### src/hw/rtl/crcdc_pkg.sv
// Shared types, constants and the CRC32C byte update for the content-defined chunker.
package crcdc_pkg;

   // CRC32C (Castagnoli), reflected form
   localparam logic [31:0] CRC_INIT = 32'hFFFF_FFFF;
   localparam logic [31:0] CRC_POLY = 32'h82F6_3B78;

   // Register indexes on the configuration port
   localparam int unsigned CSR_INDEX_W = 3;
   localparam logic [CSR_INDEX_W-1:0] CSR_MIN_SUB_SIZE   = 3'd0;
   localparam logic [CSR_INDEX_W-1:0] CSR_MAX_SUB_SIZE   = 3'd1;
   localparam logic [CSR_INDEX_W-1:0] CSR_STOP_MASK      = 3'd2;
   localparam logic [CSR_INDEX_W-1:0] CSR_SUBS_PER_CHUNK = 3'd3;
   localparam logic [CSR_INDEX_W-1:0] CSR_STREAM_LENGTH  = 3'd4;

   // Register reset values
   localparam logic [15:0] MIN_SUB_SIZE_RESET   = 16'd2048;
   localparam logic [15:0] MAX_SUB_SIZE_RESET   = 16'd8192;
   localparam logic [31:0] STOP_MASK_RESET      = 32'h0000_0FFF;
   localparam logic [7:0]  SUBS_PER_CHUNK_RESET = 8'd8;

   // Packed result widths
   localparam int unsigned RSP_DATA_W = 56;
   localparam int unsigned CSR_DATA_W = 32;

   // One result: a closed sub-chunk
   typedef struct packed {
      logic [15:0] sub_size;
      logic [31:0] signature;
      logic [7:0]  sub_index;
      logic        chunk_end;
      logic        stream_end;
   } rsp_item_type;

   // Fold one byte into a running CRC32C
   function automatic logic [31:0] crc32c_byte(input logic [31:0] crc, input logic [7:0] b);
      logic [31:0] c;
      c = crc ^ {24'd0, b};
      for (int k = 0; k < 8; k++) begin
         c = c[0] ? ((c >> 1) ^ CRC_POLY) : (c >> 1);
      end
      return c;
   endfunction

endpackage

### src/hw/rtl/crcdc_result_buffer.sv
// Two-entry result buffer: output register plus skid register.
module crcdc_result_buffer (
   input  logic                  clock,
   input  logic                  reset,
   input  logic                  push,
   input  crcdc_pkg::rsp_item_type push_item,
   output logic                  has_room,
   output logic                  out_valid,
   input  logic                  out_ready,
   output crcdc_pkg::rsp_item_type out_item
);

   logic                    out_valid_ff, out_valid_in;
   logic                    skid_valid_ff, skid_valid_in;
   crcdc_pkg::rsp_item_type out_item_ff, out_item_in;
   crcdc_pkg::rsp_item_type skid_item_ff, skid_item_in;
   logic                    pop;

   assign pop = out_valid_ff && out_ready;

   // Fill order: output register first, skid only when the output is stalled
   always_comb begin
      out_valid_in  = out_valid_ff;
      skid_valid_in = skid_valid_ff;
      out_item_in   = out_item_ff;
      skid_item_in  = skid_item_ff;
      if (skid_valid_ff) begin
         if (pop) begin
            out_item_in   = skid_item_ff;
            skid_valid_in = 1'b0;
         end
      end else if (push) begin
         if (!out_valid_ff || pop) begin
            out_item_in  = push_item;
            out_valid_in = 1'b1;
         end else begin
            skid_item_in  = push_item;
            skid_valid_in = 1'b1;
         end
      end else if (pop) begin
         out_valid_in = 1'b0;
      end
   end

   always_ff @(posedge clock) begin
      if (reset) begin
         out_valid_ff  <= 1'b0;
         skid_valid_ff <= 1'b0;
      end else begin
         out_valid_ff  <= out_valid_in;
         skid_valid_ff <= skid_valid_in;
      end
      out_item_ff  <= out_item_in;
      skid_item_ff <= skid_item_in;
   end

   assign has_room  = !skid_valid_ff;
   assign out_valid = out_valid_ff;
   assign out_item  = out_item_ff;

endmodule

### src/hw/rtl/crc32c_content_defined_chunker.sv
// Top level of the CRC32C content-defined chunker.
// One data byte is taken per request, one per clock while the two-entry result buffer
// has room; the CRC32C byte update, the boundary test against stop_mask and the
// counters all settle combinationally, so a steady stream runs at one byte per clock.
// A boundary result leaves through the output register; the skid entry holds one more
// result while that one stalls; requests stop once both are full. Requests are held off
// in a cycle that offers a register write. Writing stream_length starts a new stream.
// Bytes past the end of the stream are taken and dropped.
module crc32c_content_defined_chunker #(
   parameter int unsigned CHECK_STEP = 4
) (
   input  logic                                  clock,
   input  logic                                  reset,
   // request channel, tdata: data_byte[7:0]
   input  logic                                  req_tvalid,
   output logic                                  req_tready,
   input  logic [7:0]                            req_tdata,
   // result channel
   output logic                                  rsp_tvalid,
   input  logic                                  rsp_tready,
   // tdata: sub_size[15:0], signature[47:16], sub_index[55:48]
   output logic [crcdc_pkg::RSP_DATA_W-1:0]      rsp_tdata,
   output logic                                  rsp_tlast,   // chunk_end
   output logic                                  rsp_tuser,   // stream_end
   // configuration write channel
   input  logic                                  csr_valid,
   output logic                                  csr_ready,
   input  logic [crcdc_pkg::CSR_INDEX_W-1:0]     csr_index,
   input  logic [crcdc_pkg::CSR_DATA_W-1:0]      csr_data
);

   // Size phase modulo CHECK_STEP
   localparam int unsigned MOD_W = $clog2(CHECK_STEP + 1);
   localparam logic [MOD_W-1:0] MOD_LAST = MOD_W'(CHECK_STEP - 1);
   localparam logic [MOD_W-1:0] MIN_MOD_RESET =
      MOD_W'(crcdc_pkg::MIN_SUB_SIZE_RESET % CHECK_STEP);
   // Reciprocal for a 16-bit value modulo CHECK_STEP (exact up to 16)
   localparam int unsigned RECIP_SHIFT = 21;
   localparam logic [21:0] RECIP = 22'((32'd1 << RECIP_SHIFT) / CHECK_STEP + 1);

   function automatic logic [MOD_W-1:0] mod_step(input logic [15:0] d);
      logic [37:0] prod;
      logic [15:0] quot;
      logic [15:0] back;
      prod = {22'd0, d} * {16'd0, RECIP};
      quot = prod[RECIP_SHIFT+15:RECIP_SHIFT];
      back = 16'(quot * CHECK_STEP);
      return MOD_W'(d - back);
   endfunction

   // Configuration
   logic [15:0]      min_ff;
   logic [15:0]      max_ff;
   logic [31:0]      mask_ff;
   logic [7:0]       subs_ff;
   logic [MOD_W-1:0] min_mod_ff;

   // Stream state
   logic [31:0]      crc_ff, crc_in;
   logic [15:0]      count_ff, count_in;
   logic [MOD_W-1:0] mod_ff, mod_in;
   logic [7:0]       position_ff, position_in;
   logic [31:0]      left_ff, left_in;
   logic             tail_ff, tail_in;

   logic             csr_write;
   logic             accept;
   logic             has_room;
   logic             push;
   crcdc_pkg::rsp_item_type push_item;
   crcdc_pkg::rsp_item_type out_item;

   logic [15:0]      eff_max;
   logic             tail_now;
   logic [31:0]      crc_new;
   logic [31:0]      sig;
   logic [15:0]      count_new;
   logic [31:0]      left_new;
   logic [MOD_W-1:0] mod_new;
   logic             check_hit;
   logic             sub_end;
   logic             stream_end;
   logic             chunk_end;
   logic [8:0]       position_next;

   assign csr_ready  = 1'b1;
   assign csr_write  = csr_valid && csr_ready;
   assign req_tready = has_room && !csr_valid;
   assign accept     = req_tvalid && req_tready;

   // One byte: CRC update, counters and boundary decision
   always_comb begin
      eff_max       = (max_ff == 16'd0) ? 16'd1 : max_ff;
      tail_now      = (count_ff == 16'd0) ? (left_ff < {16'd0, eff_max}) : tail_ff;
      crc_new       = crcdc_pkg::crc32c_byte(crc_ff, req_tdata);
      sig           = ~crc_new;
      count_new     = count_ff + 16'd1;
      left_new      = left_ff - 32'd1;
      mod_new       = (mod_ff == MOD_LAST) ? '0 : mod_ff + 1'b1;
      check_hit     = (count_new >= min_ff) && (mod_new == min_mod_ff) &&
                      ((sig & mask_ff) == 32'd0);
      stream_end    = (left_new == 32'd0);
      sub_end       = tail_now ? stream_end : (check_hit || (count_new >= eff_max));
      position_next = {1'b0, position_ff} + 9'd1;
      chunk_end     = stream_end || (position_next >= {1'b0, subs_ff});

      push_item.sub_size   = count_new;
      push_item.signature  = sig;
      push_item.sub_index  = position_ff;
      push_item.chunk_end  = chunk_end;
      push_item.stream_end = stream_end;
      push = accept && (left_ff != 32'd0) && sub_end;

      crc_in      = crc_ff;
      count_in    = count_ff;
      mod_in      = mod_ff;
      position_in = position_ff;
      left_in     = left_ff;
      tail_in     = tail_ff;
      if (accept && (left_ff != 32'd0)) begin
         left_in = left_new;
         if (sub_end) begin
            crc_in      = crcdc_pkg::CRC_INIT;
            count_in    = 16'd0;
            mod_in      = '0;
            tail_in     = 1'b0;
            position_in = chunk_end ? 8'd0 : position_next[7:0];
         end else begin
            crc_in   = crc_new;
            count_in = count_new;
            mod_in   = mod_new;
            tail_in  = tail_now;
         end
      end
   end

   // Registers; a stream_length write restarts the stream
   always_ff @(posedge clock) begin
      if (reset) begin
         min_ff      <= crcdc_pkg::MIN_SUB_SIZE_RESET;
         max_ff      <= crcdc_pkg::MAX_SUB_SIZE_RESET;
         mask_ff     <= crcdc_pkg::STOP_MASK_RESET;
         subs_ff     <= crcdc_pkg::SUBS_PER_CHUNK_RESET;
         min_mod_ff  <= MIN_MOD_RESET;
         crc_ff      <= crcdc_pkg::CRC_INIT;
         count_ff    <= 16'd0;
         mod_ff      <= '0;
         position_ff <= 8'd0;
         left_ff     <= 32'd0;
         tail_ff     <= 1'b0;
      end else if (csr_write) begin
         unique case (csr_index)
            crcdc_pkg::CSR_MIN_SUB_SIZE: begin
               min_ff     <= csr_data[15:0];
               min_mod_ff <= mod_step(csr_data[15:0]);
            end
            crcdc_pkg::CSR_MAX_SUB_SIZE:   max_ff  <= csr_data[15:0];
            crcdc_pkg::CSR_STOP_MASK:      mask_ff <= csr_data;
            crcdc_pkg::CSR_SUBS_PER_CHUNK: subs_ff <= csr_data[7:0];
            crcdc_pkg::CSR_STREAM_LENGTH: begin
               crc_ff      <= crcdc_pkg::CRC_INIT;
               count_ff    <= 16'd0;
               mod_ff      <= '0;
               position_ff <= 8'd0;
               left_ff     <= csr_data;
               tail_ff     <= 1'b0;
            end
            default: ;
         endcase
      end else begin
         crc_ff      <= crc_in;
         count_ff    <= count_in;
         mod_ff      <= mod_in;
         position_ff <= position_in;
         left_ff     <= left_in;
         tail_ff     <= tail_in;
      end
   end

   // Result buffer
   crcdc_result_buffer u_result_buffer (
      .clock     (clock),
      .reset     (reset),
      .push      (push),
      .push_item (push_item),
      .has_room  (has_room),
      .out_valid (rsp_tvalid),
      .out_ready (rsp_tready),
      .out_item  (out_item)
   );

   assign rsp_tdata = {out_item.sub_index, out_item.signature, out_item.sub_size};
   assign rsp_tlast = out_item.chunk_end;
   assign rsp_tuser = out_item.stream_end;

endmodule

### config.mk
export PLATFORM = sky130hd
export DESIGN_NAME = crc32c_content_defined_chunker
export DESIGN_NICKNAME = d
export VERILOG_FILES = /design/src/hw/rtl/crcdc_pkg.sv /design/src/hw/rtl/crcdc_result_buffer.sv /design/src/hw/rtl/crc32c_content_defined_chunker.sv
export SDC_FILE = /design/constraint.sdc
export NUM_CORES = 1
export LEC_CHECK = 0
export BUFFER_PORTS_ARGS = -buffer_cell sky130_fd_sc_hd__buf_2
export CAP_MARGIN = 15
export CORE_ASPECT_RATIO = 1.75
export CORE_MARGIN = 4
export CORE_UTILIZATION = 35
export DETAILED_ROUTE_END_ITERATION = 10
export SLEW_MARGIN = 20
export SYNTH_ARGS = -nofsm -noshare
export SYNTH_HDL_FRONTEND = slang
export SYNTH_HIERARCHICAL = 1
export SYNTH_SLANG_ARGS = --single-unit
### constraint.sdc
create_clock -name clock -period 10.3 [get_ports clock]
set_clock_uncertainty 0.05 [all_clocks]
set_input_delay 2.06 -clock clock [delete_from_list [all_inputs] [get_ports clock]]
set_output_delay 2.06 -clock clock [all_outputs]
set_load 0.02 [all_outputs]
==> results.toml, run 1 <==
[clock_network]
post_cts.repair.setup_buffers = 0
clkSlewWorstSetupHoldPaths_ns = 0.06
cts-buffers-inserted = 28
clock_latency_on_the_worst_skew_pair_ns = 0.57
cts_root_buffer = "clkbuf_16"
cts_max_path_buffers = 3
clock_tree_from_tritoncts = "yes"
cts_hold_buffers = 0
count_of_clock_tree_sinks = 282
h-tree-depth = 1
cts_resized = 0

[place]
port-buffer-count = 107
place.gp.congestion = 0.929
dp.final_hpwl_um = 33000

[job]
drv.max_cap_violation_count = 0

[floorplanning]
boundaryPins = 109
initial_core_util_pct = 35.5
die_w_um = 164
die_area_mm2 = 0.0459
core_region_area_mm2 = 0.0419
placement_rows = 99
floorplan.die.height_um = 281

[synth]
ys_warn_count = 6
synth_cell_type_count = 76
synth_edf_count = 116
synth-seq-area-share_pct = 45.8
async_flop_share_pct = 0
synthesized_area_divided_by_synthesized_cell_count_um2 = 9.87
netlist.top_cell.by_area = "edfxtp_1"
mappedNetlistNets = 1612
synthDominantCellAreaShare_pct = 23.4
synthFlopType = "dfxtp_1"
synth-seq-cells = 282
synth_area_mm2 = 0.0149
netlist_instances = 1505
synth.top_cells.by_area = "edfxtp_1 23%, dfxtp_1 22%, nand2_1 5.9%"

[grt]
grt_antenna_before_repair = 2
first_pass_grt_wire_length_um = 68000
grt_util_all_layers_pct = 19.0
grt_overflow_total = 0
grt_pass1_vias = 11600
maximum_number_of_pins_on_one_net_before_global_route_repair = 99

[critical_path]
critPathLaunchType = "input port"
critical_path_peak_fanout = 44
timing.critical_path.from = "req_tdata[7]"
timing.critical_path.to_type = "register"
reg2reg_slack_ns = 4.58
cp_data_required_time_ns = 10.45
critical_path_class = "input port to register"
worst_ep_arrival_time_ns = 6.79
timing.rr.start = "count_ff[0]"
crit-reg2reg-capture = "u_result_buffer/skid_item_ff[27]"
crit_end = "u_result_buffer/skid_item_ff[27]"
worstRegToRegCells = 17

[cells_and_area]
filler_cell_count = 4186
final_layout_size_suffix_gt1_share_pct = 17.1
area_delta_synth_final_pct = 13.5
nNetsFinal = 1692
postLayoutCoreUtil_pct = 40.3

[power]
pwr_density_cell_mw_per_mm2 = 288
leakagePower_nw = 6.37
vdd_ir_drop_max_uv = 156

[timing]
finalWorstPathRequiredPeriod_ns = 6.64
slew_viol_final = 0
rsz_0062_raised_after_global_routing = "false"
timing_hold_violations_final = 0
achievable-frequency_mhz = 151
timing.setup.tns_ns = 0
final_min_period_over_clock_period_pct = 64.5
final-setup-viol-count = 0
relSlewSlack_pct = 29.9
timing_worst_slew_pin_value_ns = 1.02

[drt]
drc = 0
drtAntennaViolNets = 0
first_drt_iteration_drcs = 949
drt_pass1_iterations = 8
post_drt_via_cell_ratio = 5.31
routed_wl_um = 44200
vias_post_dr = 11500
wire_per_inst_um = 20.4

[hold_path]
worst_hold_path_type = "register to register"

[status]
run_status = "finished clean"
-- critical path: stages --
cell	delay [ns]
buf_2	0.11
xnor2_2	0.53
xnor3_2	0.43
xnor2_1	0.51
xor2_1	0.26
a221o_1	0.41
a2111oi_2	0.32
nand4_1	0.27
a31oi_4	0.35
and2_1	0.34
and4_2	0.54
buf_4	0.58
-- layout by cell type (no fill, tap or decap), types with 6 or more instances in the layout --
master | netlist | final
a21o_1 | 20 | 20
nor4b_1 | 8 | 8
xor2_1 | 25 | 25
ha_1 | 59 | 59
nor3_1 | 36 | 35
or4_1 | 7 | 7
mux2_4 | 57 | 57
or3_1 | 8 | 8
buf_2 | 1 | 106
o2bb2ai_1 | 22 | 22
clkinv_2 | 0 | 6
clkbuf_1 | 59 | 8
dfxtp_1 | 166 | 165
xnor3_1 | 14 | 14
nand4_1 | 17 | 17
xnor2_1 | 49 | 49
a21oi_1 | 132 | 131
o21ai_0 | 60 | 60
and3_1 | 7 | 7
nand2b_1 | 17 | 17
nand2_1 | 232 | 231
clkbuf_16 | 0 | 29
nor2b_1 | 11 | 11
buf_4 | 2 | 15
nor4_1 | 20 | 20
nor2_1 | 109 | 108
or2_2 | 18 | 18
inv_1 | 53 | 53
nand3_1 | 35 | 35
a211oi_1 | 6 | 6
edfxtp_1 | 116 | 116
a22oi_1 | 29 | 29
xnor2_2 | 8 | 8
-- flip-flops by register name, indices dropped and copies added (netlist names) --
| name | cells |
|---|---|
| tail_ff | 1 |
| count_ff | 16 |
| u_result_buffer/skid_item_ff | 58 |
| subs_ff | 8 |
| mask_ff | 32 |
| min_ff | 16 |
| u_result_buffer/out_item | 58 |
| u_result_buffer/skid_valid_ff | 1 |
| mod_ff | 3 |
| max_ff | 16 |
| crc_ff | 32 |
| left_ff | 32 |
| u_result_buffer/out_valid | 1 |
| position_ff | 8 |
-- worst min path at each step --
stage,from,to,slack [ns],depth (start not counted)
after floorplan,mask_ff[20],mask_ff[20],0.38,2
after global placement,min_ff[7],min_ff[7],0.39,2
after detailed placement,min_ff[14],min_ff[14],0.40,2
after CTS,min_ff[14],min_ff[14],0.41,2
after global routing,min_ff[14],min_ff[14],0.42,2
final,min_ff[14],min_ff[14],0.41,2
-- layout make-up --
type	count	area, um^2	area share, %
diodes	2	5.00	0.0297
clock buffers	38	769	4.56
clock inverters	14	184	1.09
inverters	56	210	1.25
multi-input cells	1095	7530	44.6
flip-flops and latches	282	6810	40.4
well taps	555	694	4.12
repair buffers	122	671	3.98
-- where the power goes --
part / internal, W / switching, W / total, W
sequential: 0.00144 / 0.0000956 / 0.00153
clock: 0.000627 / 0.000451 / 0.00108
combinational: 0.00101 / 0.00124 / 0.00225
total: 0.00307 / 0.00178 / 0.00486
-- synthesized netlist by cell type, drive strengths merged, types with 7 or more instances --
| master | number |
|---|---|
| xnor3 | 16 |
| nand2 | 232 |
| nor3 | 36 |
| clkbuf | 59 |
| nand2b | 17 |
| and3 | 7 |
| o21ai | 61 |
| or2 | 18 |
| nand3 | 35 |
| edfxtp | 116 |
| nor4 | 22 |
| a21o | 20 |
| nor2 | 110 |
| ha | 59 |
| or4 | 7 |
| xnor2 | 59 |
| dfxtp | 166 |
| a21oi | 132 |
| buf | 13 |
| a22oi | 29 |
| mux2 | 59 |
| inv | 55 |
| nand4 | 17 |
| or3 | 8 |
| nor2b | 11 |
| xor2 | 25 |
| o2bb2ai | 22 |
| nor4b | 8 |
-- through the flow --
stage,setup WS (ns),area [um^2],hold slack (ns),power [W],cells
CTS,3.61,16800,0.406,0.00490,2161
detailed placement,3.04,15900,0.397,0.00381,2109
global placement,3.26,15900,0.393,0.00379,2109
finish,3.66,16900,0.407,0.00486,2164
floorplan,2.11,14900,0.382,0.00314,1505
global route,3.31,16900,0.417,0.00509,2163
-- logic make-up (layout without fill, tap and decap cells) --
logic type	Yosys count	count (layout)	synth area share [%]
compound gates	322	322	13.6
simple gates	550	550	17.3
xor+xnor	103	103	8.53
buf+inv	128	230	3.72
fa+ha+maj	59	59	4.97
other cells	1	3	0.0252
flops	282	282	45.8
mux	60	60	5.98
-- per-layer routing --
layer,wire length (um),GRT usage (%),part of all wire (%),vias up
li1,-,-,-,5551
met1,16600,21.2,38,5513
met2,23200,34.9,52,317
met3,1950,2.41,4.4,111
met4,2470,9.69,5.6,0
met5,0,0,0,-
Power figures use the tool's default switching activity.
==> run 2: changes to the inputs <==
--- a/config.mk
+++ b/config.mk
@@ -5,6 +5,7 @@
 export SDC_FILE = /design/constraint.sdc
 export NUM_CORES = 1
 export LEC_CHECK = 0
+export ABC_AREA = 1
 export BUFFER_PORTS_ARGS = -buffer_cell sky130_fd_sc_hd__buf_2
 export CAP_MARGIN = 15
 export CORE_ASPECT_RATIO = 1.75
==> constraint.sdc (replaced) <==
create_clock -name clock -period 6.91 [get_ports clock]
set_clock_uncertainty 0.05 [all_clocks]
set_input_delay 1.382 -clock clock [delete_from_list [all_inputs] [get_ports clock]]
set_output_delay 1.382 -clock clock [all_outputs]
set_load 0.02 [all_outputs]
==> run 2 against run 1 <==
Compared with the run above:
- register-to-register slack worse by 2.7 ns
- combinational power down 43%
- setup slack lost 1.8 ns
- area after synthesis rose by 3.9%
- global-route usage is 1.4 points higher
- synthesized cell count up 36%
- clock power rose by 46%
- die area is 3.7% higher
- final cell count grew 24%
==> results.toml, run 2 <==
[status]
run_status = "finished clean"

[place]
dpl-instance-area_mm2 = 0.0164
detailedPlace.worstSlack_ns = 1.39
place.gp.congestion = 0.950
dp.final_hpwl_um = 37300
port-buffer-count = 107
dp_cell_count = 2645

[clock_network]
cts_resized = 0
cts_root_buffer = "clkbuf_16"
count_of_clock_tree_sinks = 282
cts-buffers-inserted = 27
cts_max_path_buffers = 3
h-tree-depth = 1
clkSlewWorstSetupHoldPaths_ns = 0.07
clock_tree_from_tritoncts = "yes"
clock_latency_on_the_worst_skew_pair_ns = 0.58
post_cts.repair.setup_buffers = 0
cts_hold_buffers = 0

[critical_path]
critPathLaunchType = "register"
critical-path-top-cell-by-count = "inv_1"
crit_family = "simple AND/OR/NAND/NOR gates"
cp_slowest_cell = "buf_4"
critical_path_peak_fanout = 58
worst-path-buf-inv = 6
timing.critical_path.cells = "inv_1 > nor3_1 > nand2_1 > nor3_1 > nand2_1 > nor4_1 > nand4_1 > xnor2_1 > ha_1 > inv_1 > nor3_1 > nand4_1 > nand4_1 > nand3_1 > nor2_1 > nand2_1 > nand2_4 > nand3_4 > inv_1 > inv_1 > nand2_2 > inv_2 > nor2_4 > buf_4"
critical-path-max-stage-delay_ns = 0.60
critical_path_class = "register to register"
cp_data_required_time_ns = 7.07
timing.critical_path.to_type = "register"
worst_ep_arrival_time_ns = 5.20

[power]
power_w = 0.00477
vdd_ir_drop_max_uv = 208
pwr_density_cell_mw_per_mm2 = 275
leakagePower_nw = 7.90

[synth]
synth.cells.most_frequent = "642 x nand2_1, 201 x inv_1, 166 x dfxtp_1"
synth.top_cells.by_area = "edfxtp_1 23%, dfxtp_1 22%, nand2_1 16%"
netlist.top_cell.by_area = "edfxtp_1"
synth-seq-area-share_pct = 44.1
synth_edf_count = 116
fraction_of_the_mapped_netlist_area_in_simple_logic_gates_pct = 29.6
synth_compound_area_share_pct = 10.1
synth.mux.area_fraction_pct = 0
synthDominantCellAreaShare_pct = 22.6
synth_cell_type_count = 43
synthXorXnorAreaFrac_pct = 3.57
synth-seq-cells = 282
netlist_instances = 2041
synth_area_mm2 = 0.0154
mappedNetlistNets = 2148
synthFlopType = "dfxtp_1"
synthAdderAreaFrac_pct = 4.78
synthesized_area_divided_by_synthesized_cell_count_um2 = 7.56
synth_most_common_cell = "nand2_1"
async_flop_share_pct = 0
combinational_family_with_the_most_area_after_synthesis = "simple AND/OR/NAND/NOR gates"
ys_warn_count = 6

[floorplanning]
die_w_um = 167
floorplan.die.height_um = 286
core_region_area_mm2 = 0.0435
boundaryPins = 109
die_area_mm2 = 0.0477
initial_core_util_pct = 35.5
placement_rows = 101

[cells_and_area]
nNetsFinal = 2215
antenna_cells_inserted = 0
filler_cell_count = 4534
final_cell_mix = "641 x nand2_1, 200 x inv_1, 165 x dfxtp_1"
postLayoutCellArea_mm2 = 0.0173
final_cells = 2694
mostFrequentLayoutCell = "nand2_1"
final_layout_size_suffix_gt1_share_pct = 11.0
area_delta_synth_final_pct = 12.2

[timing]
timing_hold_violations_final = 0
final_min_period_over_clock_period_pct = 73.0
relSlewSlack_pct = 32.3
rsz_0062_raised_after_global_routing = "false"
timing.setup.tns_ns = 0
postLayoutSetupSlackWorst_ns = 1.86
timing_worst_slew_pin_value_ns = 1.01
achievable-frequency_mhz = 198
finalWorstPathRequiredPeriod_ns = 5.05
slew_viol_final = 0
final-setup-viol-count = 0

[drt]
first_drt_iteration_drcs = 729
routed_wl_um = 49500
drtAntennaViolNets = 0
drc = 0
drt_pass1_iterations = 5
vias_post_dr = 13700
wire_per_inst_um = 18.4
post_drt_via_cell_ratio = 5.09

[grt]
grt_overflow_total = 0
maximum_number_of_pins_on_one_net_before_global_route_repair = 97
grt_util_all_layers_pct = 20.4
first_pass_grt_wire_length_um = 76200
grt_pass1_vias = 13500
grt_antenna_before_repair = 0

[hold_path]
worst_hold_path_type = "register to register"

[job]
drv.max_cap_violation_count = 0
[run 2: cell count changes in the layout (fill, tap and decap cells not counted), moves of 21 or more]
cell / delta
xor2_1: +26
nand2_1: +410
a21oi_1: -21
nand2_2: +28
xnor2_1: -37
inv_1: +147
o2bb2ai_1: -22
a22oi_1: -29
mux2_4: -57
o21ai_0: +67
nand3_1: +110
[run 2: worst paths after layout]
path                            slack [ns]                            to  depth (start not counted)         from
worst min register to register        0.42                     mod_ff[2]                          2    mod_ff[2]
worst max-delay path                  1.86  u_result_buffer/out_item[27]                         24  count_ff[0]
worst min-delay path                  0.42                     mod_ff[2]                          2    mod_ff[2]
worst max register to register        1.86  u_result_buffer/out_item[27]                         24  count_ff[0]
[run 2: logic make-up after synthesis]
| kind of cell | Yosys count |
|---|---|
| compound gates | 292 |
| xor+xnor | 63 |
| fa+ha+maj | 59 |
| buf+inv | 291 |
| flops | 282 |
| other cells | 1 |
| simple gates | 1053 |
[run 2: tightest hold or removal path, delay by kind of cell (launching register included)]
kind	cells	cell delay (ns)
AO/OA/AOI/OAI	1	0.04
flip-flops	1	0.32
AND/OR/NAND/NOR	1	0.07
[run 2: report_power, final]
part	internal, W	switching (W)
clock network	0.000903	0.000676
registers	0.00185	0.0000574
logic	0.000359	0.000923
total	0.00311	0.00166
[run 2: routing by layer]
layer	track usage, %	wire length, um	part of all wire [%]
met1	20.2	17400	35
met2	40.6	27400	55
met3	2.07	1650	3.3
met4	11.3	3060	6.2
met5	0	0	0
[run 2: area by class of cell]
| type | count | area [um^2] | share of cell area, % |
|---|---|---|---|
| Multi-Input combinational cell | 1468 | 7460 | 43.0 |
| Timing Repair Buffer | 121 | 641 | 3.70 |
| Tap cell | 566 | 708 | 4.09 |
| Inverter | 208 | 786 | 4.54 |
| Sequential cell | 282 | 6810 | 39.3 |
| Clock inverter | 15 | 195 | 1.13 |
| Clock buffer | 34 | 732 | 4.22 |
[run 2: through the flow]
step / hold slack [ns] / utilization [%]
4_1_cts: 0.417 / 39.9
3_5_place_dp: 0.408 / 37.7
3_3_place_gp: 0.395 / 37.7
2_1_floorplan: 0.380 / -
6_report: 0.418 / 39.9
5_1_grt: 0.427 / 39.9
